==> src/hw/rtl/spqt_pkg.sv <==
`timescale 1ns / 1ps

package spqt_pkg;

    localparam int unsigned PRIO_W = 8;
    localparam int unsigned TID_W  = 8;
    localparam int unsigned OCC_W  = 5;

    typedef enum logic {
        MODE_INSERT = 1'b0,
        MODE_POP    = 1'b1
    } t_mode;

    typedef enum logic [1:0] {
        ST_INSERTED = 2'd0,
        ST_POPPED   = 2'd1,
        ST_FULL     = 2'd2,
        ST_EMPTY    = 2'd3
    } t_status;

    typedef struct packed {
        logic              valid;
        logic [PRIO_W-1:0] prio;
        logic [TID_W-1:0]  tid;
    } t_slot;

    typedef struct packed {
        logic              ins;
        logic              pop;
        logic [PRIO_W-1:0] prio;
        logic [TID_W-1:0]  tid;
    } t_cell_ctrl;

endpackage

==> src/hw/rtl/spqt_cell.sv <==
`timescale 1ns / 1ps

module spqt_cell (
    input  logic                i_clk,
    input  logic                i_rst_n,
    input  spqt_pkg::t_cell_ctrl i_ctrl,
    input  spqt_pkg::t_slot     i_left,
    input  logic                i_left_open,
    input  spqt_pkg::t_slot     i_right,
    output spqt_pkg::t_slot     o_slot,
    output logic                o_open
);
    import spqt_pkg::*;

    logic              r_valid;
    logic [PRIO_W-1:0] r_prio;
    logic [TID_W-1:0]  r_tid;
    t_slot             n_slot;

    assign o_slot = '{valid: r_valid, prio: r_prio, tid: r_tid};
    assign o_open = !r_valid || (r_prio > i_ctrl.prio);

    always_comb begin
        n_slot = o_slot;
        if (i_ctrl.ins) begin
            if (i_left_open) begin
                n_slot = i_left;
            end else if (o_open) begin
                n_slot = '{valid: 1'b1, prio: i_ctrl.prio, tid: i_ctrl.tid};
            end
        end else if (i_ctrl.pop) begin
            n_slot = i_right;
        end
    end

    always_ff @(posedge i_clk) begin
        if (!i_rst_n) begin
            r_valid <= 1'b0;
        end else begin
            r_valid <= n_slot.valid;
        end
    end

    always_ff @(posedge i_clk) begin
        r_prio <= n_slot.prio;
        r_tid  <= n_slot.tid;
    end

endmodule

==> src/hw/rtl/sorted_priority_task_queue.sv <==
// A request is accepted into a chain of compare-and-shift slots that all work in
// parallel; its result appears in the output register in the following cycle.
// Throughput: one request per cycle unless an unread reply holds o_ready low.
// Reset: synchronous active-low reset empties the queue and the output register.
`timescale 1ns / 1ps

module sorted_priority_task_queue #(
    parameter int unsigned QUEUE_DEPTH = 16
) (
    input  logic                          i_clk,
    input  logic                          i_rst_n,
    input  logic                          i_valid,
    output logic                          o_ready,
    input  logic                          i_mode,
    input  logic [spqt_pkg::TID_W-1:0]    i_task_id,
    input  logic [spqt_pkg::PRIO_W-1:0]   i_priority_req,
    output logic                          o_valid,
    input  logic                          i_ready,
    output logic [1:0]                    o_status,
    output logic [spqt_pkg::TID_W-1:0]    o_task_id_res,
    output logic [spqt_pkg::OCC_W-1:0]    o_occupancy
);
    import spqt_pkg::*;

    localparam int unsigned CNT_W = $clog2(QUEUE_DEPTH + 1);

    t_slot      w_slot [QUEUE_DEPTH];
    logic       w_open [QUEUE_DEPTH];
    t_cell_ctrl w_ctrl;

    logic             w_accept;
    logic             w_full;
    logic             w_empty;
    logic             r_out_valid;
    t_status          r_status;
    t_status          n_status;
    logic [TID_W-1:0] r_tid;
    logic [TID_W-1:0] n_tid;
    logic [CNT_W-1:0] r_count;
    logic [CNT_W-1:0] n_count;

    assign o_ready  = !r_out_valid || i_ready;
    assign w_accept = i_valid && o_ready;
    assign w_full   = w_slot[QUEUE_DEPTH-1].valid;
    assign w_empty  = !w_slot[0].valid;

    assign w_ctrl.ins  = w_accept && (t_mode'(i_mode) == MODE_INSERT) && !w_full;
    assign w_ctrl.pop  = w_accept && (t_mode'(i_mode) == MODE_POP) && !w_empty;
    assign w_ctrl.prio = i_priority_req;
    assign w_ctrl.tid  = i_task_id;

    for (genvar g = 0; g < QUEUE_DEPTH; g++) begin : g_cell
        t_slot w_left;
        t_slot w_right;
        logic  w_left_open;

        if (g == 0) begin : g_head
            assign w_left      = '0;
            assign w_left_open = 1'b0;
        end else begin : g_mid
            assign w_left      = w_slot[g-1];
            assign w_left_open = w_open[g-1];
        end

        if (g == QUEUE_DEPTH - 1) begin : g_tail
            assign w_right = '0;
        end else begin : g_inner
            assign w_right = w_slot[g+1];
        end

        spqt_cell u_cell (
            .i_clk       (i_clk),
            .i_rst_n     (i_rst_n),
            .i_ctrl      (w_ctrl),
            .i_left      (w_left),
            .i_left_open (w_left_open),
            .i_right     (w_right),
            .o_slot      (w_slot[g]),
            .o_open      (w_open[g])
        );
    end

    always_comb begin
        n_count  = r_count;
        n_tid    = '0;
        n_status = ST_INSERTED;
        if (t_mode'(i_mode) == MODE_INSERT) begin
            if (w_full) begin
                n_status = ST_FULL;
            end else begin
                n_count = r_count + CNT_W'(1);
            end
        end else begin
            if (w_empty) begin
                n_status = ST_EMPTY;
            end else begin
                n_status = ST_POPPED;
                n_tid    = w_slot[0].tid;
                n_count  = r_count - CNT_W'(1);
            end
        end
    end

    always_ff @(posedge i_clk) begin
        if (!i_rst_n) begin
            r_out_valid <= 1'b0;
            r_count     <= '0;
        end else begin
            if (w_accept) begin
                r_out_valid <= 1'b1;
                r_count     <= n_count;
            end else if (i_ready) begin
                r_out_valid <= 1'b0;
            end
        end
    end

    always_ff @(posedge i_clk) begin
        if (w_accept) begin
            r_status <= n_status;
            r_tid    <= n_tid;
        end
    end

    assign o_valid       = r_out_valid;
    assign o_status      = r_status;
    assign o_task_id_res = r_tid;
    assign o_occupancy   = OCC_W'(r_count);

endmodule

==> config.mk <==
export PLATFORM = sky130hd
export DESIGN_NAME = sorted_priority_task_queue
export DESIGN_NICKNAME = d
export VERILOG_FILES = /design/src/hw/rtl/spqt_pkg.sv /design/src/hw/rtl/spqt_cell.sv /design/src/hw/rtl/sorted_priority_task_queue.sv
export SDC_FILE = /design/constraint.sdc
export NUM_CORES = 1
export LEC_CHECK = 0
export BUFFER_PORTS_ARGS = -buffer_cell sky130_fd_sc_hd__buf_2
export CAP_MARGIN = 20
export CORE_MARGIN = 3
export CORE_UTILIZATION = 35
export DETAILED_ROUTE_END_ITERATION = 16
export PLACE_DENSITY_LB_ADDON = 0.1
export SLEW_MARGIN = 15
export SYNTH_ARGS = -nofsm -noshare
export SYNTH_HDL_FRONTEND = slang
export SYNTH_SLANG_ARGS = --single-unit
export TNS_END_PERCENT = 10
==> constraint.sdc <==
create_clock -name i_clk -period 3.65 [get_ports i_clk]
set_input_delay 0.1825 -clock i_clk [delete_from_list [all_inputs] [get_ports i_clk]]
set_output_delay 0.1825 -clock i_clk [all_outputs]
set_load 0.005 [all_outputs]
# Word level (Yosys, flattened, before mapping)
# Cells that the tools add are included.
# classes
add_sub_neg	2
magnitude_cmp	16
n_eq_ne	18
mux	71
bitwise_logic	1
n_reduce_logical	59
# op_table
op	count
$mux 17	63
$gt 8x8->1	16
$ne 3x1->1 const B	14
$reduce_and 2->1	17
$logic_not 1->1	17
$logic_or 1x1->1	17
$mux 5	3
$mux 2	3
$add 5x1->5 const B	1
$logic_and 1x1->1	5
$sub 5x1->5 const B	1
$ne 2x2->1 const B	2
$reduce_bool 2->1	2
$ne 3x2->1 const B	1
$reduce_and 3->1	1
$mux 1	2
$ne 2x1->1 const B	1
$not 1->1	1
# word_totals
regBits	288
output_inout_bits	17

# Logic depth before layout (Yosys ltp)
# Gate-level depths: netlist of run 1.
# logic_depth
ltp_word	7
ltp_mapped	12

# By module
# From an unflattened synthesis of run 1, not the netlist that was laid out.
# unflattened
cells_unflattened	1798
area_unflattened_um2	18863.1
# by_module_without_submodules
mod	instances	cells_per_inst	area_per_inst_um2	seq_area_each_um2
spqt_cell	16	108	1129.8	500.5
sorted_priority_task_queue	1	70	785.8	420.4

# Worst setup path after synthesis of run 1
# No wires, ideal clock.
# synth_path
path_type	input to register
start	input i_priority_req[3] (netlist name)
end	register g_cell[13].u_cell.r_prio[0] (enable)
setup_ns	0.394
arrival_time_ns	3.105
required_time_ns	3.256
path_slack_ns	0.151
stages	11
path_buffers	4
path_cell_list	clkbuf_1 -> clkbuf_1 -> inv_1 -> ha_1 -> nand2_1 -> o21a_1 -> o311ai_0 -> buf_2 -> buf_2 -> inv_1 -> a21oi_1
# synth_between
elab_chain_cells	4
elab_cells_between_ends	6
classes_between	2 x order compare; 1 x eq/ne; 3 x reduce/logical
# synth_lines
item	line_no	text
start: declaration	sorted_priority_task_queue.sv:16	input logic [spqt_pkg::PRIO_W-1:0] i_priority_req,
$gt 8x8->1	spqt_cell.sv:21	assign o_open = !r_valid || (r_prio > i_ctrl.prio);
$logic_or 1x1->1	spqt_cell.sv:21	
$ne 3x1->1 (no line) (*)	-	
$reduce_and 2->1 (no line) (*)	-	
end signal: assignment	spqt_cell.sv:45	r_prio <= n_slot.prio;
end: declaration	spqt_cell.sv:16	logic [PRIO_W-1:0] r_prio;
# Mark *: on every way between the ends. The rest lies on a longest branch, timed or not.
# A chain may end at the register's enable or synchronous reset.

# Final worst setup path of run 1
# layout_path
start	register g_cell[12].u_cell.r_prio[7]
end	register g_cell[13].u_cell.r_prio[0] (enable)
# layout_between
elab_chain_cells	4
# layout_lines
item	line_no
start: declaration	spqt_cell.sv:16
start signal: assignment	spqt_cell.sv:45
$gt 8x8->1	spqt_cell.sv:21
$logic_or 1x1->1	spqt_cell.sv:21
$ne 3x1->1 (no line)	-
$reduce_and 2->1 (no line)	-
# Every way passes these cells.

==> summary.log, run 1 <==
[clock_tree] clock tree from TritonCTS yes
[synthesis] Yosys reg bits 288
[cells_and_area] # nets final 1841
[global_routing] via count of the first global-routing pass 13475
[clock_tree] latest clock arrival within the worst-skew pair 0.57 ns
[place] half-perimeter wire length after detailed placement 37.45 mm
[sta] RSZ-0062 raised after global routing false
[drt] DRC marker count from the first detailed-route iteration 1086
[drt] met2 WL post-DR 25.09 mm
[drt] routed wire length 55.01 mm
[floorplanning] die footprint 51720 sq um
[floorplanning] Die X 227.4 um
[global_routing] GR Overflow Total 0
[sta] crit share post-route 72.79%
[synthesis] Post-Synthesis Net Count 1815
[synthesis] ys async rst share 0%
[synthesis] synthesized instance count 1670
[clock_tree] Inserted Clock Buffers 37
[sta] Setup TNS 0 ns
[place] global placer's final weighted congestion 0.8394
[flow_run] Max Cap Violations 0
[drt] WL/cell 23.52 um
[sta] hold_ws 0.09966 ns
[worst_setup_path] worst-path maximum fanout 17
[pwr] leakage power 8.104 nW
[cells_and_area] most common cell after layout, fill and taps aside edfxtp_1
[drt] uppermost signal routing layer after detailed routing met4
[cells_and_area] final instance area 19420 sq um
[global_routing] pin count of the biggest net entering global routing 144
[sta] final number of max-transition violations 0
[cells_and_area] area growth from synthesis to layout 13.19%
[cells_and_area] filler-free cell count of the finished design 2339
[drt] DRC viols 0
[worst_setup_path] slowest stage cell, crit path edfxtp_1
[worst_setup_path] critical path start-end classification reg2reg
[global_routing] antenna violations before repair 0
[clock_tree] clock sink count 288
[pwr] worst supply voltage drop on vdd 277.4 uV
[place] total cell area at the placement stage 18230 sq um
[place] DP Worst Slack 0.5566 ns
[hold_path] worst hold path class in2reg
[synthesis] average footprint of a synthesized cell 10.27 sq um
[synthesis] Yosys warning count 0
[floorplanning] number of placed I/O pins 38
[sta] Clock Skews 0.02221 ns
[place] IO buf count 37
[synthesis] cell area after technology mapping 17160 sq um
[floorplanning] effective utilization at floorplan 35.71%
[sta] Slew @ Worst Pin 0.8875 ns
[floorplanning] die extent in y 227.4 um
[place] number of placed instances, taps included 2270
[worst_setup_path] slowest stage delay, CP 0.46 ns
[drt] total iterations of the first detailed-routing run 5
[worst_setup_path] Worst EP arrival 2.89 ns
[cells_and_area] proportion of layout cells with a drive suffix above 1 10.92%
[sta] min Tclk post-route 2.657 ns
[clock_tree] clock tree root buffer cell clkbuf_16
[global_routing] first-pass GRT wire length 83.68 mm
[floorplanning] number of placement rows 80
[cells_and_area] commonest cells after routing, fill and taps aside edfxtp_1 (266), nand2_1 (245), o21ai_0 (197)
[synthesis] count of different cell masters after synthesis 52
[floorplanning] Core Area 48050 sq um
[pwr] Power Density 468.5 nW/um^2
[global_routing] overall global routing resource usage 21.34%
[worst_setup_path] data required time at the worst endpoint 3.89 ns
[drt] sum of met3 wire segment lengths after detailed routing 2.355 mm
[worst_setup_path] Setup crit start kind flop
[worst_setup_path] ordered list of cells on the worst path ha_1 > nand2_1 > o21ai_2 > mux2_2 > o31a_2 > nor3_1 > a21oi_1 > buf_4
[sta] post-route worst setup slack 0.9933 ns
[clock_tree] maximum clock path buffer count 3
[synthesis] part of the Yosys area used for sequential elements 49.12%
[synthesis] Main synth FF type edfxtp_1
[sta] Peak Freq 0.3764 GHz
[sta] number of endpoints failing setup at the final stage 0
[worst_setup_path] Critical Path Sink Type flop
[clock_tree] CTS clk-pin slew, worst paths 0.05 ns
[sta] hold violation total from the final report 0
[drt] met1 wire length 26.41 mm
[drt] vias after detailed routing 13382
[synthesis] number of enable-type register cells in the synthesized netlist 266
[drt] antenna-violating nets left 0
[cells_and_area] Layout fillers 4718
[drt] via/cell ratio 5.721
[clock_tree] number of levels in the clock H-tree 2
[sta] worst relative slew slack 40.83%
[outcome] run status complete, no violations
[clock_tree] CTS resizes 0
## final cells by class
cell class,instances,area [sq um],share of cell area [%]
repair buffers,113,860.8,4.432
diodes,2,5.005,0.02577
clock inverters,11,127.6,0.6571
multi-input cells,1211,8020,41.30
flip-flops and latches,288,8428,43.40
well taps,615,769.5,3.962
clock buffers,54,1041,5.360
inverters,45,168.9,0.8697
## report_power, final
part / switching [W] / leakage [nW] / internal, W
sequential: 0.000156 / 2.69 / 0.00388
clock: 0.00149 / 0.562 / 0.00213
combinational: 0.000931 / 4.85 / 0.000513
total: 0.00257 / 8.10 / 0.00653
## what timing repair did
item,in CTS,in global routing
endpoints found under the hold margin,1,0
hold buffers,2,0
buffers inserted,0,0
## worst max-delay path: cells and delay by family, from the launching register on
| family | cells | cell delay, ns |
|---|---|---|
| muxes | 1 | 0.23 |
| DFF | 1 | 0.46 |
| and+or+nand+nor | 2 | 0.19 |
| AOI/OAI and AO/OA | 3 | 0.83 |
| adders and majority gates | 1 | 0.35 |
| buffers and inverters | 1 | 0.28 |
## logic make-up after synthesis
| logic type | after synthesis | share of synthesized area (%) |
|---|---|---|
| mux | 151 | 8.831 |
| flops | 288 | 49.12 |
| fa+ha+maj | 124 | 9.086 |
| xor+xnor | 4 | 0.2042 |
| buf+inv | 171 | 4.514 |
| compound gates | 487 | 16.98 |
| simple gates | 445 | 11.27 |
## per-stage QoR
step                utilization (%)  power [W]
floorplan                         -   0.005006
global placement              37.94   0.005524
detailed placement            37.94   0.005546
CTS                           40.41   0.009198
global route                  40.41   0.009499
finish                        40.42   0.009099
## per-layer routing
layer | vias to the layer above | global-route usage [%]
li1 | 6289 | -
met1 | 6688 | 30.60
met2 | 334 | 34.60
met3 | 71 | 2.592
met4 | 0 | 5.081
met5 | - | 0
## final timing paths
check	from	endpoint	slack (ns)	cells past startpoint
min reg2reg	o_occupancy[3]	o_occupancy[3]	0.49	2
max reg2reg	g_cell[12].u_cell.r_prio[7]	g_cell[13].u_cell.r_prio[0]	0.99	8
min	i_mode	o_status[0]	0.1	1
max	g_cell[12].u_cell.r_prio[7]	g_cell[13].u_cell.r_prio[0]	0.99	8
## synth_stat cells (4+ instances only)
| master | count | area, sq um |
|---|---|---|
| a21o_1 | 5 | 37.54 |
| buf_1 | 5 | 18.77 |
| dfxtp_1 | 22 | 440.4 |
| nand4_1 | 19 | 118.9 |
| nor2_1 | 76 | 285.3 |
| a211oi_1 | 6 | 45.04 |
| mux2i_1 | 148 | 1481 |
| buf_4 | 7 | 52.55 |
| a21oi_1 | 88 | 440.4 |
| edfxtp_1 | 266 | 7988 |
| o21a_1 | 11 | 82.58 |
| o21ai_1 | 27 | 135.1 |
| nand3_1 | 53 | 265.3 |
| and4_1 | 4 | 35.03 |
| buf_2 | 49 | 245.2 |
| clkbuf_1 | 59 | 221.5 |
| a21oi_2 | 5 | 43.79 |
| o21ai_0 | 197 | 986.0 |
| o211a_1 | 9 | 90.09 |
| xnor2_1 | 4 | 35.03 |
| o31a_1 | 4 | 35.03 |
| o221ai_1 | 7 | 61.31 |
| buf_6 | 6 | 67.56 |
| a21boi_0 | 5 | 37.54 |
| nand2_1 | 245 | 919.6 |
| and3_1 | 19 | 118.9 |
| nor2b_1 | 17 | 106.4 |
| inv_1 | 42 | 157.7 |
| a22oi_1 | 4 | 30.03 |
| ha_1 | 123 | 1539 |
| o211ai_1 | 51 | 382.9 |
| a31oi_1 | 54 | 337.8 |
## registers in the layout, indices dropped and copies added, names as in the netlist
signal                 flops
g_cell.u_cell.r_valid     16
o_occupancy                5
o_task_id_res              8
o_status                   2
o_valid                    1
g_cell.u_cell.r_prio     128
g_cell.u_cell.r_tid      128
Power figures use the tool's default switching activity.
==> inputs of run 2 (changes only) <==
--- a/config.mk
+++ b/config.mk
@@ -5,6 +5,7 @@
 export SDC_FILE = /design/constraint.sdc
 export NUM_CORES = 1
 export LEC_CHECK = 0
+export ABC_AREA = 1
 export BUFFER_PORTS_ARGS = -buffer_cell sky130_fd_sc_hd__buf_2
 export CAP_MARGIN = 20
 export CORE_MARGIN = 3
==> constraint.sdc (replaced) <==
create_clock -name i_clk -period 2.76 [get_ports i_clk]
set_input_delay 0.138 -clock i_clk [delete_from_list [all_inputs] [get_ports i_clk]]
set_output_delay 0.138 -clock i_clk [all_outputs]
set_load 0.005 [all_outputs]
==> summary.log, run 2 <==
[synthesis] Synth area leaders edfxtp_1 (46%), nand2_1 (17%), ha_1 (8.8%), o21ai_0 (7.1%), inv_1 (3.5%)
[synthesis] most instantiated library cell after synthesis nand2_1
[pwr] Flop pwr share 41.8%
[drt] DRC marker count from the first detailed-route iteration 1133
[pwr] total power of the final layout 0.01304 W
[sta] Slew @ Worst Pin 0.9330 ns
[sta] Peak Freq 0.3850 GHz
[cells_and_area] most common cell after layout, fill and taps aside nand2_1
[hold_path] end point of the most critical hold path g_cell[13].u_cell.r_prio[4]
[synthesis] Post-Synthesis Net Count 2266
[worst_setup_path] count of cells along the worst register-to-register path 8
[synthesis] cell area after technology mapping 17550 sq um
[hold_path] Worst Min Path Start i_priority_req[4]
[worst_setup_path] worst-path maximum fanout 21
[worst_setup_path] Critical Path Sink Type flop
[pwr] net switching power figure 0.003643 W
[sta] RSZ-0062 raised after global routing true
[cells_and_area] commonest cells after routing, fill and taps aside nand2_1 (779), edfxtp_1 (266), o21ai_0 (248)
[pwr] switching share of power 27.94%
[sta] post-route worst setup slack 0.1627 ns
[drt] DRC viols 0
[pwr] leakage power 8.965 nW
[synthesis] Yosys warning count 0
[global_routing] antenna violations before repair 0
[sta] Clock Skews 0.02081 ns
[global_routing] first-pass GRT wire length 88.50 mm
[place] IO buf count 37
[drt] WL/cell 20.30 um
[floorplanning] Core Area 49250 sq um
[clock_tree] clock tree from TritonCTS yes
[floorplanning] Die X 229.9 um
[pwr] Power Density 649.2 nW/um^2
[floorplanning] die footprint 52870 sq um
[worst_setup_path] slack of the worst reg-to-reg path 0.35 ns
[floorplanning] die extent in y 229.9 um
[clock_tree] clock sink count 288
[drt] routed wire length 57.67 mm
[synthesis] share of the synthesized area in the top cell type 45.51%
[synthesis] Yosys reg bits 288
[flow_run] Max Cap Violations 0
[cells_and_area] area growth from synthesis to layout 14.42%
[cells_and_area] proportion of layout cells with a drive suffix above 1 9.241%
[hold_path] worst hold path cell count 3
[clock_tree] latest clock arrival within the worst-skew pair 0.55 ns
[pwr] portion of total power attributed to the clock network 42.6%
[place] global placer's final weighted congestion 0.8101
[synthesis] Main synth FF type edfxtp_1
[pwr] combinational fraction of design power 15.6%
[synthesis] most instantiated cells after synthesis nand2_1 (779), edfxtp_1 (266), o21ai_0 (248)
[synthesis] ys async rst share 0%
[sta] number of endpoints failing setup at the final stage 0
[clock_tree] number of levels in the clock H-tree 2
[hold_path] worst hold path class in2reg
[worst_setup_path] critical path start-end classification in2reg
[worst_setup_path] reg-to-reg startpoint g_cell[9].u_cell.r_prio[7]
[sta] min Tclk post-route 2.597 ns
[worst_setup_path] timing startpoint of the critical path i_priority_req[5]
[worst_setup_path] endpoint of the most critical register-to-register path g_cell[10].u_cell.r_tid[2]
[cells_and_area] final instance area 20080 sq um
[sta] hold violation total from the final report 0
[floorplanning] number of placement rows 81
[synthesis] synthesized instance count 2121
[drt] via/cell ratio 5.244
[cells_and_area] # nets final 2292
[clock_tree] CTS clk-pin slew, worst paths 0.06 ns
[worst_setup_path] data required time at the worst endpoint 2.94 ns
[place] total cell area at the placement stage 18630 sq um
[sta] final number of max-transition violations 0
[drt] total iterations of the first detailed-routing run 5
[global_routing] pin count of the biggest net entering global routing 76
[drt] vias after detailed routing 14892
[clock_tree] maximum clock path buffer count 3
[global_routing] via count of the first global-routing pass 14790
[sta] worst relative slew slack 37.80%
[pwr] internal power contribution 0.009395 W
[clock_tree] clock tree root buffer cell clkbuf_16
[place] DP Worst Slack 0.07717 ns
[synthesis] number of enable-type register cells in the synthesized netlist 266
[pwr] worst supply voltage drop on vdd 349.3 uV
[clock_tree] Post-CTS Setup Inserts 0
[drt] antenna-violating nets left 0
[sta] crit share post-route 94.10%
[floorplanning] number of placed I/O pins 38
[cells_and_area] largest registers in the final layout g_cell.u_cell.r_prio x128, g_cell.u_cell.r_tid x128, g_cell.u_cell.r_valid x16
[cells_and_area] post-route core utilization 40.78%
[floorplanning] effective utilization at floorplan 35.64%
[synthesis] count of different cell masters after synthesis 33
[global_routing] GR Overflow Total 0
[synthesis] cell accounting for the most synthesized area edfxtp_1
[global_routing] overall global routing resource usage 21.56%
[outcome] run status complete, no violations
[place] half-perimeter wire length after detailed placement 39.94 mm
[synthesis] part of the Yosys area used for sequential elements 48.01%
[worst_setup_path] Setup crit start kind input port
[synthesis] average footprint of a synthesized cell 8.276 sq um
[worst_setup_path] Worst EP arrival 2.78 ns
[clock_tree] Inserted Clock Buffers 37
-- run 2: cell types whose count changed after synthesis, sizes merged, moves of 18 or more --
cell	delta
nand2	+537
mux2i	-148
inv	+128
a31oi	-54
o21ai	+52
a21oi	+46
nand3	-40
o22ai	+37
clkbuf	-22
o211ai	-20
and3	-19
buf	+18
nor2	+18
-- run 2: layout make-up --
type / count / area (sq um)
Inverter: 171 / 646.9
Antenna cell: 1 / 2.502
Clock inverter: 25 / 390.4
Fill cell: 5090 / 29170
Timing Repair Buffer: 109 / 943.4
Clock buffer: 42 / 985.9
Tap cell: 664 / 830.8
Sequential cell: 288 / 8428
Multi-Input combinational cell: 1540 / 7856
-- run 2: critical path: stages --
cell           delay, ns
dlygate4sd3_1       0.52
buf_2               0.17
inv_1               0.21
buf_12              0.24
ha_1                0.28
nand2_1             0.07
a21oi_1             0.05
nor2_1              0.11
nand2_1             0.10
a21oi_2             0.33
nand2_1             0.09
nand2_1             0.11
inv_1               0.34
-- run 2: logic make-up after synthesis --
group | synth area share [%]
simple gates | 19.93
fa+ha+maj | 8.882
xor+xnor | 0.09981
flops | 48.01
buf+inv | 7.349
compound gates | 15.72
-- run 2: per-layer routing --
| layer | vias up | part of all wire (%) | routed length, um | GRT usage [%] |
|---|---|---|---|---|
| met5 | - | 0 | 0 | 0 |
| met4 | 0 | 2.1 | 1236 | 6.080 |
| met3 | 80 | 4.9 | 2819 | 3.233 |
| met2 | 341 | 47 | 27230 | 35.69 |
| met1 | 7268 | 46 | 26380 | 29.39 |
| li1 | 7203 | - | - | - |
-- run 2: power by group through the flow --
stage               logic [W]  clock network, W  registers, W
floorplan             0.00138                 0       0.00542
global placement      0.00200                 0       0.00554
detailed placement    0.00203                 0       0.00554
CTS                   0.00204           0.00567       0.00545
global route          0.00232           0.00583       0.00548
finish                0.00204           0.00555       0.00545
-- run 2: what timing repair did --
action,4_1_cts,5_1_grt
hold buffers,7,0
hold endpoints to repair,15,0
endpoints found under the setup margin,0,45
resized for setup,0,1
-- run 2: per-stage QoR --
stage / hold slack [ns] / TNS, ns / cells
4_1_cts: 0.01280 / 0 / 2839
3_3_place_gp: 0.4293 / 0 / 2765
5_1_grt: 0.05605 / -0.6993 / 2839
6_report: 0.04137 / 0 / 2840
3_5_place_dp: 0.4432 / 0 / 2765
2_1_floorplan: 0.2369 / -1.413 / 2121
-- run 2: how the worst max path moves through the flow --
stage                                   to  slack [ns]  depth (start not counted)
2_1_floorplan  g_cell[14].u_cell.r_prio[0]       -0.04                         10
3_3_place_gp    g_cell[9].u_cell.r_prio[3]        0.07                         13
3_5_place_dp    g_cell[9].u_cell.r_prio[3]        0.08                         13
4_1_cts         g_cell[9].u_cell.r_prio[3]        0.12                         14
5_1_grt        g_cell[10].u_cell.r_prio[2]       -0.04                         13
6_report        g_cell[10].u_cell.r_tid[2]        0.16                         13
==> inputs of run 3 (changes only) <==
--- a/config.mk
+++ b/config.mk
@@ -10,8 +10,10 @@
 export CAP_MARGIN = 20
 export CORE_MARGIN = 3
 export CORE_UTILIZATION = 35
+export CTS_CLUSTER_SIZE = 40
 export DETAILED_ROUTE_END_ITERATION = 16
-export PLACE_DENSITY_LB_ADDON = 0.1
+export PLACE_DENSITY = 0.54
+export SKIP_CTS_REPAIR_TIMING = 1
 export SLEW_MARGIN = 15
 export SYNTH_ARGS = -nofsm -noshare
 export SYNTH_HDL_FRONTEND = slang
==> summary.log, run 3 (synthesis results as in run 2) <==
[outcome] run status finished with violations
[outcome] violations in the final reports hold timing
[sta] number of endpoints failing setup at the final stage 0
[clock_tree] number of levels in the clock H-tree 2
[worst_setup_path] critical path start-end classification reg2reg
[flow_run] Max Cap Violations 0
[worst_setup_path] worst-path maximum fanout 16
[pwr] net switching power figure 0.003466 W
[cells_and_area] multi-input logic area 7855 sq um
[clock_tree] Inserted Clock Buffers 37
[worst_setup_path] Setup crit start kind flop
[worst_setup_path] ordered list of cells on the worst path nor2_2 > inv_2 > nor2_4 > buf_4 > nand2_1 > a21oi_1 > a21oi_1 > buf_4
[clock_tree] clock sink count 288
[cells_and_area] commonest cells after routing, fill and taps aside nand2_1 (779), edfxtp_1 (266), o21ai_0 (248)
[sta] hold violation total from the final report 1
[drt] vias after detailed routing 14662
[sta] crit share post-route 94.55%
[drt] antenna-violating nets left 0
[floorplanning] number of placement rows 81
[place] half-perimeter wire length after detailed placement 34.72 mm
[pwr] switching share of power 28.50%
[floorplanning] die extent in y 229.9 um
[clock_tree] maximum clock path buffer count 3
[clock_tree] clock tree from TritonCTS yes
[cells_and_area] area growth from synthesis to layout 12.97%
[drt] DRC marker count from the first detailed-route iteration 1104
[cells_and_area] most common cell after layout, fill and taps aside nand2_1
[global_routing] pin count of the biggest net entering global routing 160
[worst_setup_path] family with the most delay on the worst path simple AND/OR/NAND/NOR gates
[place] number of placed instances, taps included 2761
[clock_tree] latest clock arrival within the worst-skew pair 0.55 ns
[pwr] combinational fraction of design power 16.2%
[pwr] worst supply voltage drop on vdd 397.3 uV
[place] IO buf count 37
[floorplanning] Core Area 49250 sq um
[pwr] internal power contribution 0.008698 W
[worst_setup_path] Critical Path Sink Type flop
[sta] Peak Freq 0.3832 GHz
[sta] RSZ-0062 raised after global routing false
[pwr] leakage power 8.829 nW
[clock_tree] CTS clk-pin slew, worst paths 0.06 ns
[place] total cell area at the placement stage 18620 sq um
[floorplanning] number of placed I/O pins 38
[cells_and_area] Layout fillers 4971
[cells_and_area] Sequential Area 8428 sq um
[global_routing] via count of the first global-routing pass 14291
[worst_setup_path] Worst EP arrival 2.87 ns
[cells_and_area] # nets final 2284
[cells_and_area] proportion of layout cells with a drive suffix above 1 8.718%
[worst_setup_path] number of logic stages on the critical path including buffering 8
[drt] DRC viols 0
[worst_setup_path] data required time at the worst endpoint 3.02 ns
[worst_setup_path] crit path buf inv count 3
[drt] WL/cell 17.59 um
[drt] via/cell ratio 5.175
[global_routing] antenna violations before repair 0
[sta] min Tclk post-route 2.610 ns
[global_routing] GR Overflow Total 0
[cells_and_area] post-route core utilization 40.26%
[sta] Setup TNS 0 ns
[sta] final number of max-transition violations 0
[hold_path] worst hold path class in2reg
[sta] hold_ws -0.006045 ns
[drt] routed wire length 49.83 mm
[clock_tree] clock tree root buffer cell clkbuf_16
[sta] Clock Skews 0.02820 ns
[floorplanning] Die X 229.9 um
[worst_setup_path] slowest stage delay, CP 0.42 ns
[floorplanning] die footprint 52870 sq um
[sta] Slew @ Worst Pin 1.059 ns
[drt] total iterations of the first detailed-routing run 5
[pwr] Flop pwr share 44.5%
[worst_setup_path] slowest stage cell, crit path dfxtp_1
[cells_and_area] largest registers in the final layout g_cell.u_cell.r_prio x128, g_cell.u_cell.r_tid x128, g_cell.u_cell.r_valid x16
[pwr] portion of total power attributed to the clock network 39.3%
[cells_and_area] filler-free cell count of the finished design 2833
[place] global placer's final weighted congestion 0.8521
[pwr] Power Density 613.5 nW/um^2
[worst_setup_path] count of cells along the worst register-to-register path 8
[floorplanning] effective utilization at floorplan 35.64%
[sta] worst relative slew slack 29.40%
[hold_path] worst hold path cell count 3
[cells_and_area] final instance area 19830 sq um
[global_routing] overall global routing resource usage 18.58%
[global_routing] first-pass GRT wire length 79.05 mm
[run 3: changes by cell type in the layout (fill, tap and decap cells not counted), moves of 4 or more]
cell	previous run	this run
bufinv_16	10	2
clkinv_1	1	7
clkbuf_1	2	7
dlygate4sd3_1	7	2
buf_4	49	45
clkinv_2	11	7
[run 3: per-stage QoR]
step           setup WS (ns)  total power (W)  hold WS, ns
6_report              0.1505          0.01216    -0.006045
5_1_grt              0.01177          0.01277     0.004249
4_1_cts               0.1424          0.01227      -0.1189
3_5_place_dp          0.1463         0.007468       0.4467
3_3_place_gp          0.1407         0.007423       0.4290
2_1_floorplan       -0.03871         0.006799       0.2369
[run 3: worst paths after layout]
kind,startpoint,slack [ns],to
hold reg to reg,o_occupancy[4],0.46,o_occupancy[4]
setup / recovery,g_cell[15].u_cell.r_valid,0.15,g_cell[4].u_cell.r_tid[1]
hold / removal,i_valid,-0.006,o_valid
setup reg to reg,g_cell[15].u_cell.r_valid,0.15,g_cell[4].u_cell.r_tid[1]
[run 3: power groups by stage]
stage	combinational, W	clock [W]	sequential, W
final	0.00197	0.00478	0.00541
after global routing	0.00226	0.00506	0.00544
after CTS	0.00198	0.00488	0.00541
after detailed placement	0.00197	0	0.00550
after global placement	0.00193	0	0.00549
after floorplan	0.00138	0	0.00542
[run 3: cell type report]
type | instances | area share (%)
Clock buffer | 48 | 5.193
Antenna cell | 1 | 0.01262
Tap cell | 664 | 4.190
Clock inverter | 20 | 0.7698
Sequential cell | 288 | 42.50
Multi-Input combinational cell | 1540 | 39.61
Timing Repair Buffer | 101 | 4.455
Inverter | 171 | 3.262
[run 3: per-layer routing]
metal | share of wire [%] | track usage (%)
met1 | 48 | 26.88
met2 | 44 | 28.80
met3 | 5.6 | 2.725
met4 | 2.5 | 5.592
met5 | 0 | 0
[run 3: worst register-to-register path, cell delays in order, from the launching register on]
cell and delay, ns:
dfxtp_1 0.42, nor2_2 0.21, inv_2 0.06, nor2_4 0.36, buf_4 0.35, nand2_1 0.16
a21oi_1 0.38, a21oi_1 0.13, buf_4 0.25
